**config.mk**
```make
export PLATFORM = sky130hd
export DESIGN_NAME = edge_period_frequency_averager
export DESIGN_NICKNAME = d
export VERILOG_FILES = /design/src/rtl/core/epfa_pkg.sv /design/src/rtl/core/edge_period_frequency_averager.sv /design/src/rtl/core/epfa_divider.sv /design/src/rtl/core/epfa_accum.sv
export SDC_FILE = /design/constraint.sdc
export NUM_CORES = 1
export LEC_CHECK = 0
export ABC_AREA = 0
export ABC_CLOCK_PERIOD_IN_PS = 7300
export BUFFER_PORTS_ARGS = -buffer_cell sky130_fd_sc_hd__buf_2
export CAP_MARGIN = 20
export CELL_PAD_IN_SITES_DETAIL_PLACEMENT = 0
export CELL_PAD_IN_SITES_GLOBAL_PLACEMENT = 1
export CORE_MARGIN = 5
export CORE_UTILIZATION = 49
export CTS_BUF_LIST = sky130_fd_sc_hd__clkbuf_16
export CTS_CLUSTER_DIAMETER = 100
export DETAILED_ROUTE_END_ITERATION = 10
export HOLD_SLACK_MARGIN = 0.05
export PLACE_DENSITY = 0.81
export SYNTH_ARGS = -nofsm -noshare
export SYNTH_HDL_FRONTEND = slang
export SYNTH_SLANG_ARGS = --single-unit
export TNS_END_PERCENT = 5
```
**constraint.sdc**
```tcl
create_clock -name clk -period 7.3 [get_ports clk]
set_input_delay 0.73 -clock clk [delete_from_list [all_inputs] [get_ports clk]]
set_output_delay 0.73 -clock clk [all_outputs]
set_load 0.03 [all_outputs]
```
**src/rtl/core/epfa_pkg.sv**
```systemverilog
// ----------------------------------------------------------------------------
// epfa_pkg
// Shared types and constants for the edge period frequency averager.
// ----------------------------------------------------------------------------
package epfa_pkg;

    localparam int KIND_W    = 2;
    localparam int CLK_W     = 27;
    localparam int STAMP_W   = 32;
    localparam int SUM_W     = 48;
    localparam int AVG_W     = 16;
    localparam int STEP_W    = $clog2(SUM_W + 1);

    localparam logic [CLK_W-1:0]  CLOCK_RESET = CLK_W'(10000000);

    localparam logic [KIND_W-1:0] KIND_EDGE   = 2'd0;
    localparam logic [KIND_W-1:0] KIND_START  = 2'd1;
    localparam logic [KIND_W-1:0] KIND_FINISH = 2'd2;

    // Accumulator command from the sequencer
    typedef struct packed {
        logic clear;
        logic add;
    } acc_cmd_t;

endpackage

```
**src/rtl/core/edge_period_frequency_averager.sv**
```systemverilog
// ----------------------------------------------------------------------------
// edge_period_frequency_averager
// Reciprocal frequency counter that averages timer_clock / period over a
// window of timestamped sensor edges.
// ----------------------------------------------------------------------------
// Usage:
//   Input channel (in_valid / in_stall) carries one request per item: an
//   edge (kind, edge_rising, timestamp), a start or a finish. in_stall is
//   high while the block works on a request; one request is handled at a
//   time.
//   Output channel (out_valid / out_stall) carries one result per finish
//   request: average_freq and no_samples. The result sits in an output
//   register, so a new request is taken while the result waits.
//   Config channel (cfg_valid / cfg_ready) writes timer_clock_hz; it is
//   always ready. It must be written only while the block is idle; the
//   block itself does not enforce this.
// Sequence: falling edge, start and ignored edge finish in the idle state.
//   Rising edge with a sample: idle, divide (27 quotient bits), accumulate.
//   Finish: idle, divide (48 quotient bits), emit to the output register;
//   idle then emit when no samples were taken. The divide time is set by
//   the shared radix-2 divider, which retires one quotient bit per cycle.
// Reset clears the edge state, sum and count and loads timer_clock_hz with
// 10000000. A stalled result holds in the output register; a finish that
// completes behind it waits until the register frees.
// ----------------------------------------------------------------------------
module edge_period_frequency_averager #(
    parameter int TIME_WIDTH  = 32,
    parameter int COUNT_WIDTH = 24
) (
    input  logic                         clk,
    input  logic                         rst_n,
    // input requests
    input  logic                         in_valid,
    output logic                         in_stall,
    input  logic [epfa_pkg::KIND_W-1:0]  kind,
    input  logic                         edge_rising,
    input  logic [epfa_pkg::STAMP_W-1:0] timestamp,
    // results
    output logic                         out_valid,
    input  logic                         out_stall,
    output logic [epfa_pkg::AVG_W-1:0]   average_freq,
    output logic                         no_samples,
    // configuration
    input  logic                         cfg_valid,
    output logic                         cfg_ready,
    input  logic [epfa_pkg::CLK_W-1:0]   cfg_data
);
    import epfa_pkg::*;

    localparam int DIV_W = (TIME_WIDTH > COUNT_WIDTH) ? TIME_WIDTH : COUNT_WIDTH;

    // Sequencer states, one-hot
    typedef enum logic [3:0] {
        ST_IDLE  = 4'b0001,
        ST_DIV   = 4'b0010,
        ST_ACCUM = 4'b0100,
        ST_EMIT  = 4'b1000
    } state_t;

    state_t state_reg, state_next;

    logic [CLK_W-1:0]      clock_hz_reg;
    logic [TIME_WIDTH-1:0] rise_time_reg, rise_time_next;
    logic [TIME_WIDTH-1:0] fall_time_reg, fall_time_next;
    logic                  seen_rise_reg, seen_rise_next;  // last polarity rising
    logic                  seen_fall_reg, seen_fall_next;  // last polarity falling
    logic                  is_finish_reg, is_finish_next;  // divider runs for a finish
    logic                  empty_reg, empty_next;

    logic                  out_valid_reg, out_valid_next;
    logic [AVG_W-1:0]      avg_reg, avg_next;
    logic                  no_samp_reg, no_samp_next;

    logic                  accept;
    logic [TIME_WIDTH-1:0] stamp;
    logic [TIME_WIDTH-1:0] period;

    logic                  div_start;
    logic [SUM_W-1:0]      div_dividend;
    logic [DIV_W-1:0]      div_divisor;
    logic [STEP_W-1:0]     div_steps;
    logic                  div_busy;
    logic                  div_done;
    logic [SUM_W-1:0]      div_quo;

    acc_cmd_t              acc_cmd;
    logic [SUM_W-1:0]      acc_sum;
    logic [COUNT_WIDTH-1:0] acc_count;

    assign accept = in_valid && !in_stall;
    assign stamp  = TIME_WIDTH'(timestamp);
    assign period = stamp - rise_time_reg;

    // Configuration: always ready, write the clock rate on each request
    assign cfg_ready = 1'b1;

    always_ff @(posedge clk or negedge rst_n)
    begin
        if (!rst_n)
        begin
            clock_hz_reg <= CLOCK_RESET;
        end
        else if (cfg_valid && cfg_ready)
        begin
            clock_hz_reg <= cfg_data;
        end
    end

    // Sequencer and edge bookkeeping
    always_comb
    begin
        state_next     = state_reg;
        rise_time_next = rise_time_reg;
        fall_time_next = fall_time_reg;
        seen_rise_next = seen_rise_reg;
        seen_fall_next = seen_fall_reg;
        is_finish_next = is_finish_reg;
        empty_next     = empty_reg;
        out_valid_next = out_valid_reg && out_stall;
        avg_next       = avg_reg;
        no_samp_next   = no_samp_reg;
        div_start      = 1'b0;
        div_dividend   = {clock_hz_reg, {(SUM_W - CLK_W){1'b0}}};
        div_divisor    = DIV_W'(period);
        div_steps      = STEP_W'(CLK_W);
        acc_cmd        = '0;

        case (state_reg)
            ST_IDLE:
            begin
                if (accept)
                begin
                    if (kind == KIND_EDGE)
                    begin
                        // Drop an edge that repeats the previous polarity
                        if (edge_rising && !seen_rise_reg)
                        begin
                            seen_rise_next = 1'b1;
                            seen_fall_next = 1'b0;
                            rise_time_next = stamp;
                            if ((fall_time_reg != '0) && (period != '0))
                            begin
                                div_start      = 1'b1;
                                is_finish_next = 1'b0;
                                state_next     = ST_DIV;
                            end
                        end
                        else if (!edge_rising && !seen_fall_reg)
                        begin
                            seen_rise_next = 1'b0;
                            seen_fall_next = 1'b1;
                            fall_time_next = stamp;
                        end
                    end
                    else if (kind == KIND_START)
                    begin
                        acc_cmd.clear = 1'b1;
                    end
                    else if (kind == KIND_FINISH)
                    begin
                        if (acc_count == '0)
                        begin
                            empty_next = 1'b1;
                            state_next = ST_EMIT;
                        end
                        else
                        begin
                            empty_next     = 1'b0;
                            is_finish_next = 1'b1;
                            div_start      = 1'b1;
                            div_dividend   = acc_sum;
                            div_divisor    = DIV_W'(acc_count);
                            div_steps      = STEP_W'(SUM_W);
                            state_next     = ST_DIV;
                        end
                    end
                end
            end

            ST_DIV:
            begin
                if (div_done)
                begin
                    state_next = is_finish_reg ? ST_EMIT : ST_ACCUM;
                end
            end

            ST_ACCUM:
            begin
                acc_cmd.add = 1'b1;
                state_next  = ST_IDLE;
            end

            ST_EMIT:
            begin
                // Load the output register once the previous result is taken
                if (!out_valid_reg || !out_stall)
                begin
                    out_valid_next = 1'b1;
                    avg_next       = empty_reg ? '0 : div_quo[AVG_W-1:0];
                    no_samp_next   = empty_reg;
                    state_next     = ST_IDLE;
                end
            end

            default:
            begin
                state_next = ST_IDLE;
            end
        endcase
    end

    always_ff @(posedge clk or negedge rst_n)
    begin
        if (!rst_n)
        begin
            state_reg     <= ST_IDLE;
            rise_time_reg <= '0;
            fall_time_reg <= '0;
            seen_rise_reg <= 1'b0;
            seen_fall_reg <= 1'b0;
            is_finish_reg <= 1'b0;
            empty_reg     <= 1'b0;
            out_valid_reg <= 1'b0;
        end
        else
        begin
            state_reg     <= state_next;
            rise_time_reg <= rise_time_next;
            fall_time_reg <= fall_time_next;
            seen_rise_reg <= seen_rise_next;
            seen_fall_reg <= seen_fall_next;
            is_finish_reg <= is_finish_next;
            empty_reg     <= empty_next;
            out_valid_reg <= out_valid_next;
        end
    end

    always_ff @(posedge clk)
    begin
        avg_reg     <= avg_next;
        no_samp_reg <= no_samp_next;
    end

    assign in_stall     = (state_reg != ST_IDLE);
    assign out_valid    = out_valid_reg;
    assign average_freq = avg_reg;
    assign no_samples   = no_samp_reg;

    // Shared divider: clock / period on rising edges, sum / count on finish
    epfa_divider #(
        .DIVISOR_W (DIV_W)
    ) u_div (
        .clk      (clk),
        .rst_n    (rst_n),
        .start    (div_start),
        .dividend (div_dividend),
        .divisor  (div_divisor),
        .steps    (div_steps),
        .busy     (div_busy),
        .done     (div_done),
        .quotient (div_quo)
    );

    // The edge quotient has at most CLK_W bits and sits at the bottom
    epfa_accum #(
        .COUNT_WIDTH (COUNT_WIDTH)
    ) u_acc (
        .clk   (clk),
        .rst_n (rst_n),
        .cmd   (acc_cmd),
        .freq  (div_quo[CLK_W-1:0]),
        .sum   (acc_sum),
        .count (acc_count)
    );

`ifndef ASSERT_OFF
    // The divider never runs while the block takes requests
    a_idle_div: assert property (@(posedge clk) disable iff (!rst_n)
        (state_reg == ST_IDLE) |-> !div_busy)
        else $error("divider busy while idle");

    // A divider completion only happens in the divide state
    a_done_state: assert property (@(posedge clk) disable iff (!rst_n)
        div_done |-> (state_reg == ST_DIV))
        else $error("divider done outside divide state");

    // An empty window reports zero average
    a_empty_zero: assert property (@(posedge clk) disable iff (!rst_n)
        (out_valid && no_samples) |-> (average_freq == '0))
        else $error("nonzero average with no samples");

    // Saturated count stays saturated until a start
    a_count_sat: assert property (@(posedge clk) disable iff (!rst_n)
        ((acc_count == {COUNT_WIDTH{1'b1}}) && !acc_cmd.clear)
            |=> (acc_count == {COUNT_WIDTH{1'b1}}))
        else $error("sample count wrapped");
`endif

endmodule

```
**src/rtl/core/epfa_divider.sv**
```systemverilog
// ----------------------------------------------------------------------------
// epfa_divider
// Shared restoring divider, one quotient bit per cycle.
// ----------------------------------------------------------------------------
module epfa_divider #(
    parameter int DIVISOR_W = 32
) (
    input  logic                        clk,
    input  logic                        rst_n,
    input  logic                        start,
    input  logic [epfa_pkg::SUM_W-1:0]  dividend,
    input  logic [DIVISOR_W-1:0]        divisor,
    input  logic [epfa_pkg::STEP_W-1:0] steps,
    output logic                        busy,
    output logic                        done,
    output logic [epfa_pkg::SUM_W-1:0]  quotient
);
    import epfa_pkg::*;

    logic                 busy_reg, busy_next;
    logic [STEP_W-1:0]    step_reg, step_next;
    logic [SUM_W-1:0]     quo_reg, quo_next;
    logic [DIVISOR_W-1:0] rem_reg, rem_next;
    logic [DIVISOR_W-1:0] dsr_reg, dsr_next;
    logic [DIVISOR_W:0]   shifted;
    logic [DIVISOR_W:0]   diff;
    logic                 qbit;

    // Trial subtract of the divisor from the shifted partial remainder
    assign shifted = {rem_reg, quo_reg[SUM_W-1]};
    assign diff    = shifted - {1'b0, dsr_reg};
    assign qbit    = ~diff[DIVISOR_W];

    always_comb
    begin
        busy_next = busy_reg;
        step_next = step_reg;
        quo_next  = quo_reg;
        rem_next  = rem_reg;
        dsr_next  = dsr_reg;
        if (start)
        begin
            busy_next = 1'b1;
            step_next = steps;
            quo_next  = dividend;
            rem_next  = '0;
            dsr_next  = divisor;
        end
        else if (busy_reg)
        begin
            quo_next  = {quo_reg[SUM_W-2:0], qbit};
            rem_next  = qbit ? diff[DIVISOR_W-1:0] : shifted[DIVISOR_W-1:0];
            step_next = step_reg - STEP_W'(1);
            if (step_reg == STEP_W'(1))
            begin
                busy_next = 1'b0;
            end
        end
    end

    always_ff @(posedge clk or negedge rst_n)
    begin
        if (!rst_n)
        begin
            busy_reg <= 1'b0;
            step_reg <= '0;
        end
        else
        begin
            busy_reg <= busy_next;
            step_reg <= step_next;
        end
    end

    always_ff @(posedge clk)
    begin
        quo_reg <= quo_next;
        rem_reg <= rem_next;
        dsr_reg <= dsr_next;
    end

    assign busy     = busy_reg;
    assign done     = busy_reg && (step_reg == STEP_W'(1));
    assign quotient = quo_reg;

endmodule

```
**src/rtl/core/epfa_accum.sv**
```systemverilog
// ----------------------------------------------------------------------------
// epfa_accum
// Saturating frequency sum and sample count.
// ----------------------------------------------------------------------------
module epfa_accum #(
    parameter int COUNT_WIDTH = 24
) (
    input  logic                       clk,
    input  logic                       rst_n,
    input  epfa_pkg::acc_cmd_t         cmd,
    input  logic [epfa_pkg::CLK_W-1:0] freq,
    output logic [epfa_pkg::SUM_W-1:0] sum,
    output logic [COUNT_WIDTH-1:0]     count
);
    import epfa_pkg::*;

    logic [SUM_W-1:0]       sum_reg, sum_next;
    logic [COUNT_WIDTH-1:0] count_reg, count_next;
    logic [SUM_W:0]         sum_wide;

    assign sum_wide = {1'b0, sum_reg} + (SUM_W + 1)'(freq);

    always_comb
    begin
        sum_next   = sum_reg;
        count_next = count_reg;
        if (cmd.clear)
        begin
            sum_next   = '0;
            count_next = '0;
        end
        else if (cmd.add)
        begin
            // Saturate both at all ones
            sum_next = sum_wide[SUM_W] ? {SUM_W{1'b1}} : sum_wide[SUM_W-1:0];
            if (count_reg != {COUNT_WIDTH{1'b1}})
            begin
                count_next = count_reg + COUNT_WIDTH'(1);
            end
        end
    end

    always_ff @(posedge clk or negedge rst_n)
    begin
        if (!rst_n)
        begin
            sum_reg   <= '0;
            count_reg <= '0;
        end
        else
        begin
            sum_reg   <= sum_next;
            count_reg <= count_next;
        end
    end

    assign sum   = sum_reg;
    assign count = count_reg;

endmodule

```
Word-level counts from Yosys, hierarchy flattened
Index checks and enable logic that the tools add are counted.
{"block": "word_totals", "regBits": 308, "input_bits": 67, "wordCells": 146, "output_inout_bits": 20}
{"block": "classes", "n_bitwise": 4, "n_reduce_logical": 30, "n_eq_ne": 20, "n_mux": 69, "addsub": 5}
{"op": "48-bit 2-to-1 mux", "n": 11}
{"op": "32-bit 2-to-1 mux", "n": 7}
{"op": "24-bit 2-to-1 mux", "n": 3}
{"op": "32-bit nonzero test", "n": 2}
{"op": "48-bit by 27-bit adder with 49-bit output", "n": 1}
{"op": "6-bit 2-to-1 mux", "n": 8}
{"op": "4-bit 2-to-1 mux", "n": 10}
{"op": "33-bit by 32-bit subtractor with 33-bit output", "n": 1}
{"op": "32-bit subtractor", "n": 1}
{"op": "1-bit 2-to-1 mux", "n": 29}
{"op": "24-bit by 1-bit adder with 24-bit output (second input constant)", "n": 1}
{"op": "24-bit logical NOT", "n": 1}
{"op": "24-bit != test (second input constant)", "n": 1}
{"op": "7-bit AND reduction", "n": 2}
{"op": "3-bit != test (second input constant)", "n": 4}
{"op": "4-bit one-hot mux with 3 select lines", "n": 1}
{"op": "2-bit != test (second input constant)", "n": 5}
{"op": "5-bit AND reduction", "n": 2}
{"op": "2-bit nonzero test", "n": 5}
{"op": "4-bit AND reduction", "n": 2}
{"op": "6-bit by 1-bit equality test with 1-bit output (second input constant)", "n": 1}
{"op": "1-bit logical AND", "n": 6}
{"op": "1-bit logical NOT", "n": 6}
{"op": "6-bit by 1-bit subtractor with 6-bit output (second input constant)", "n": 1}
{"op": "12 further kinds", "n": 17}

Depth between registers and ports, before layout
{"block": "depth", "ltp_word": 9, "mapped_depth": 16}

Cells and area by module
Synthesis repeated with hierarchy kept, for this count alone.
{"block": "hier_totals", "cells_unflattened": 2020, "hier_area_um2": 19398.6}
{"module": "edge_period_frequency_averager", "instances": 1, "cells_each": 838, "area_per_inst_um2": 7734.9}
{"module": "epfa_divider", "instances": 1, "cells_each": 589, "area_per_inst_um2": 6512.5}
{"module": "epfa_accum", "instances": 1, "cells_each": 593, "area_per_inst_um2": 5151.2}

Worst setup path before layout
OpenSTA, ideal clock, no wires.
{"block": "synth_timing", "path_kind": "input-to-reg", "start": "input port timestamp[0] (netlist bit)", "end": "register u_div.quo_reg[0] (netlist: u_div.quotient[0]), enable pin", "path_slack_ps": 1847, "n_path_buf": 1, "stages": 15, "required_time_ps": 6593, "arrival_time_ps": 4746, "path_cell_list": "inv_1 -> ha_1 -> fa_1 -> nand2b_1 -> a21oi_1 -> o211ai_2 -> o211ai_2 -> a21oi_1 -> o2111a_1 -> a311oi_1 -> nor4b_4 -> a21o_1 -> or3_1 -> clkbuf_1 -> nand3_1"}
{"block": "synth_between", "elab_chain_len": 9}
{"item": "from (decl)", "line": "edge_period_frequency_averager.sv:37", "text": "input logic [epfa_pkg::STAMP_W-1:0] timestamp,"}
{"item": "32-bit subtractor", "line": "edge_period_frequency_averager.sv:92", "text": "assign period = stamp - rise_time_reg;"}
{"item": "32-bit nonzero test", "line": "edge_period_frequency_averager.sv:141", "text": "if ((fall_time_reg != '0) && (period != '0))"}
{"item": "1-bit logical AND", "line": "edge_period_frequency_averager.sv:141"}
{"item": "1-bit 2-to-1 mux", "line": "edge_period_frequency_averager.sv:141"}
{"item": "1-bit 2-to-1 mux", "line": "edge_period_frequency_averager.sv:136", "text": "if (edge_rising && !seen_rise_reg)"}
{"item": "1-bit 2-to-1 mux", "line": "edge_period_frequency_averager.sv:133", "text": "if (kind == KIND_EDGE)"}
{"item": "1-bit 2-to-1 mux", "line": "edge_period_frequency_averager.sv:131", "text": "if (accept)"}
{"item": "1-bit 2-to-1 mux", "line": "edge_period_frequency_averager.sv:128", "text": "case (state_reg)"}
{"item": "2-bit nonzero test (no source line)"}
{"item": "to (signal assigned)", "line": "epfa_divider.sv:77", "text": "quo_reg <= quo_next;"}
{"item": "to (decl)", "line": "epfa_divider.sv:22", "text": "logic [SUM_W-1:0] quo_reg, quo_next;"}
No other way between the ends.
A chain may end at the register's enable or synchronous reset.

Final worst setup path
{"block": "layout_timing", "start": "register rise_time_reg[0]", "end": "register u_div.quo_reg[45] (netlist: u_div.quotient[45]) (data pin)"}
{"block": "layout_between", "elab_chain_len": 9}
{"item": "from (decl)", "line": "edge_period_frequency_averager.sv:63", "text": "logic [TIME_WIDTH-1:0] rise_time_reg, rise_time_next;"}
{"item": "from (signal assigned)", "line": "edge_period_frequency_averager.sv:229", "text": "rise_time_reg <= rise_time_next;"}
{"item": "32-bit subtractor", "line": "edge_period_frequency_averager.sv:92"}
{"item": "32-bit nonzero test", "line": "edge_period_frequency_averager.sv:141"}
{"item": "1-bit logical AND", "line": "edge_period_frequency_averager.sv:141"}
{"item": "1-bit 2-to-1 mux", "line": "edge_period_frequency_averager.sv:141"}
{"item": "1-bit 2-to-1 mux", "line": "edge_period_frequency_averager.sv:136"}
{"item": "1-bit 2-to-1 mux", "line": "edge_period_frequency_averager.sv:133"}
{"item": "1-bit 2-to-1 mux", "line": "edge_period_frequency_averager.sv:131"}
{"item": "1-bit 2-to-1 mux", "line": "edge_period_frequency_averager.sv:128"}
{"item": "48-bit 2-to-1 mux", "line": "epfa_divider.sv:41", "text": "if (start)"}
{"item": "named net u_div.quo_next[45]", "line": "epfa_divider.sv:22"}
The timed path passes the listed nets, and every way through them passes these cells.

==> results.rst <==
.. list-table::
   :header-rows: 1

   * - Metric
     - Value
   * - CTS Buf Count
     - 36
   * - Maximum frequency from static timing analysis
     - 205 MHz
   * - Total of max-cap violations
     - 0
   * - Routed wire length per instance
     - 17.4 µm
   * - Core Region
     - 37600 µm²
   * - Final Non-Filler Cells
     - 2550
   * - Count of boundary I/O pins
     - 87
   * - Critical Path Start Type
     - register
   * - Cell breakdown of the critical path
     - ha_1 > fa_1 > nand2b_1 > a21oi_1 > o211ai_2 > o211ai_2 > a21oi_1 > o2111a_1 > a311oi_1 > nor4b_4 > a2111oi_4 > buf_4 > or2_4 > mux2_4
   * - Mean Syn Cell Area
     - 9.45 µm²
   * - Standby leakage power
     - 9.03 nW
   * - Max-slew violations
     - 0
   * - Critical register-to-register path endpoint
     - u_div.quotient[45]
   * - Number of antenna-violating nets in the routed design
     - 0
   * - Internal power summed over all cells
     - 5.29 mW
   * - Register-to-Register Setup Slack
     - 2420 ps
   * - Initial Util
     - 49.6%
   * - CTS H-Tree Depth
     - 2
   * - Clk sink count
     - 308
   * - Register area share after synthesis
     - 43.2%
   * - Synth warnings
     - 0
   * - Placed wire-length estimate
     - 30500 µm
   * - Fraction of synthesized cell area taken by the top area cell type
     - 22.8%
   * - Crit path max-delay cell type
     - sky130_fd_sc_hd__or2_4
   * - Cell row count
     - 71
   * - Largest buffer count on any clock path
     - 3
   * - Unrepaired setup endpoints after global routing
     - no
   * - Placer's final routability congestion estimate
     - 0.880
   * - Post-synthesis sequential element count
     - 308
   * - Number of endpoints failing setup at the final stage
     - 0
   * - Initial antenna violation count
     - 0
   * - Category of the critical setup timing path
     - register to register
   * - Number of global-route vias before repair
     - 14400
   * - Worst endpoint data arrival time
     - 5170 ps
   * - Router iterations before antenna repair
     - 5
   * - Required time at the worst-slack endpoint
     - 7600 ps
   * - N_diodes
     - 0
   * - Share of post-route cells with drive strength above 1
     - 13.7%
   * - Post-Route Setup TNS
     - 0 ps
   * - CP Capture Type
     - register
   * - Detail-routed via count per cell
     - 5.78
   * - Power per standard cell area
     - 423 nW/µm²
   * - Share of power burned in combinational logic
     - 48.2%
   * - Cell area after synthesis
     - 18600 µm²
   * - Library cell used as clock root buffer
     - sky130_fd_sc_hd__clkbuf_16
   * - TritonCTS clock tree
     - done
   * - Net load switching power
     - 3.43 mW
   * - Transition at the pin with the smallest max-transition slack
     - 1030 ps
   * - First-pass GRT wire length
     - 74300 µm
   * - Path depth of the worst reg2reg path
     - 14
   * - Leading cell types by count after synthesis
     - 170 x sky130_fd_sc_hd__dfrtp_1, 170 x sky130_fd_sc_hd__nor2_1, 166 x sky130_fd_sc_hd__a21oi_1, 157 x sky130_fd_sc_hd__nand2_1, 106 x sky130_fd_sc_hd__inv_1
   * - Synth area leader
     - sky130_fd_sc_hd__dfrtp_1
   * - Final worst path period need
     - 4880 ps
   * - Resized Gates After CTS
     - 0
   * - Number of logic stages on the critical path including buffering
     - 14
   * - Number of distinct standard cells referenced by the synthesized netlist
     - 86
   * - Post-synth EDFFs
     - 97
   * - Post-CTS Setup Repair Bufs
     - 0
   * - Die Wd
     - 205 µm
   * - Total overflow reported by the global router
     - 0
   * - Main flop type after synthesis
     - sky130_fd_sc_hd__dfrtp_1
   * - Clock slew at reported path FFs
     - 60 ps
   * - Routed WL
     - 44300 µm
   * - Slew margin rel.
     - 31.4%
   * - Clock Skews
     - 16.2 ps
   * - Endpoint of the most critical setup path
     - u_div.quotient[45]
   * - Launching element of the worst setup path
     - rise_time_reg[0]
   * - Gate count after technology mapping
     - 1972
   * - Worst min path class
     - input pin to async pin
   * - Number of buffers and inverters on the critical path
     - 1
   * - Growth of design area from synthesis to finish
     - 10.6%
   * - Outcome
     - finished, final reports clean
   * - Clock latency reported for the late side of the worst-skew pair
     - 550 ps
   * - Number of hold-slack violations in the final timing report
     - 0
   * - Max stage delay on crit path
     - 560 ps
   * - Maximum number of pins on one net before global-route repair
     - 83
   * - Startpoint of the most critical register-to-register path
     - rise_time_reg[0]
   * - Top fanout value on the critical path
     - 68
   * - Cell class contributing the biggest share of worst-path delay
     - compound AO/OA/AOI/OAI gates
   * - Layout net count
     - 2175
   * - Die span in y
     - 205 µm
   * - Post-Syn Nets
     - 2136
   * - First DRT Iteration DRCs
     - 903
   * - Post-placement cell count
     - 2482
   * - Drt drc
     - 0
   * - Async set-reset flop share out of synthesis
     - 58.1%
   * - Via total after detailed routing
     - 14700
   * - Total Die Area
     - 42000 µm²
   * - Count of input and output buffers
     - 85
   * - Crit share post-route
     - 66.8%
   * - Proportion of power drawn by the clock network
     - 19.8%
   * - All-layer global routing usage
     - 21.2%
   * - Sequential cell fraction of total power
     - 32.0%
   * - Worst voltage drop across the vdd grid
     - 0.232 mV
   * - Hold buffer count at cts
     - 0
   * - Fraction of power spent switching nets
     - 39.3%
   * - Top post-synthesis cells by area
     - sky130_fd_sc_hd__dfrtp_1 23%, sky130_fd_sc_hd__edfxtp_1 16%, sky130_fd_sc_hd__ha_1 6.3%
==> layout by cell type, fill, tap and decap left out, types with 23 or more instances in the layout <==
cell type                   count
sky130_fd_sc_hd__dfrtp_1      169
sky130_fd_sc_hd__nor2_1       167
sky130_fd_sc_hd__a21oi_1      164
sky130_fd_sc_hd__nand2_1      157
sky130_fd_sc_hd__inv_1        119
sky130_fd_sc_hd__edfxtp_1      97
sky130_fd_sc_hd__ha_1          94
sky130_fd_sc_hd__o21ai_0       89
sky130_fd_sc_hd__buf_2         84
sky130_fd_sc_hd__mux2_2        65
sky130_fd_sc_hd__nor3_1        64
sky130_fd_sc_hd__xnor2_1       59
sky130_fd_sc_hd__nor4_1        51
sky130_fd_sc_hd__a21o_1        44
sky130_fd_sc_hd__nand3_1       40
sky130_fd_sc_hd__clkbuf_16     38
sky130_fd_sc_hd__xor2_1        35
sky130_fd_sc_hd__nor2b_1       33
sky130_fd_sc_hd__mux2i_1       33
sky130_fd_sc_hd__dfxtp_1       32
sky130_fd_sc_hd__a31oi_1       31
sky130_fd_sc_hd__nand4_1       24
sky130_fd_sc_hd__nand2b_1      23
sky130_fd_sc_hd__and3_1        23
sky130_fd_sc_hd__a211oi_2      23
sky130_fd_sc_hd__a22oi_1       23
==> kinds of logic (layout without fill, tap and decap cells) <==
family,count (synthesis),count (layout),share of synthesized area [%]
xor gates and xnor gates,94,94,4.42
AOI/OAI and AO/OA,525,525,18.7
other,1,1,0.0201
adders and majority gates,97,97,6.63
and+or+nand+nor,640,640,16.9
DFF,308,308,43.2
buffers and inverters,208,275,4.43
muxes,99,99,5.78
==> metal layers <==
layer	up-vias	global-route usage, %	wire length (µm)
met5	-	0	0
met4	0	6.70	1120
met3	73	2.56	1860
met2	317	32.8	19600
met1	7092	31.4	21800
li1	7259	-	-
==> final cells by class <==
type                       instances  area, µm²
clock buffer                      38        951
fill                            3369      17000
inverter                         107        402
sequential                       308       8050
multi-input combinational       1456       9840
tap                              511        639
clock inverter                    28        171
timing repair buffer             102        559
==> worst min-delay path by stage <==
stage | from | endpoint | slack, ps | depth (start not counted)
CTS | rst_n | fall_time_reg[13] | 250 | 1
floorplan | empty_reg | no_samples | 420 | 0
global placement | is_finish_reg | state_reg[2] | 460 | 1
global route | rst_n | rise_time_reg[14] | 300 | 1
detailed placement | is_finish_reg | state_reg[2] | 470 | 1
finish | rst_n | rise_time_reg[14] | 220 | 1
==> metrics by stage <==
stage | cell area (µm²) | hold WS, ps | setup WS, ps | util [%] | power [mW]
after floorplan | 18600 | 423 | 1850 | - | 6.04
after global placement | 19500 | 458 | 2080 | 51.8 | 6.90
after detailed placement | 19500 | 467 | 1950 | 51.8 | 6.99
after CTS | 20600 | 247 | 2430 | 54.8 | 8.76
after global routing | 20600 | 300 | 2100 | 54.8 | 9.37
final | 20600 | 222 | 2420 | 54.8 | 8.71
==> power by group through the flow <==
stage / combinational [mW] / sequential, mW / clock [mW]
after floorplan: 3.31 / 2.73 / 0
after global placement: 4.09 / 2.81 / 0
after detailed placement: 4.17 / 2.82 / 0
after CTS: 4.20 / 2.79 / 1.77
after global routing: 4.69 / 2.86 / 1.83
final: 4.20 / 2.79 / 1.72
Power figures use the tool's default switching activity.
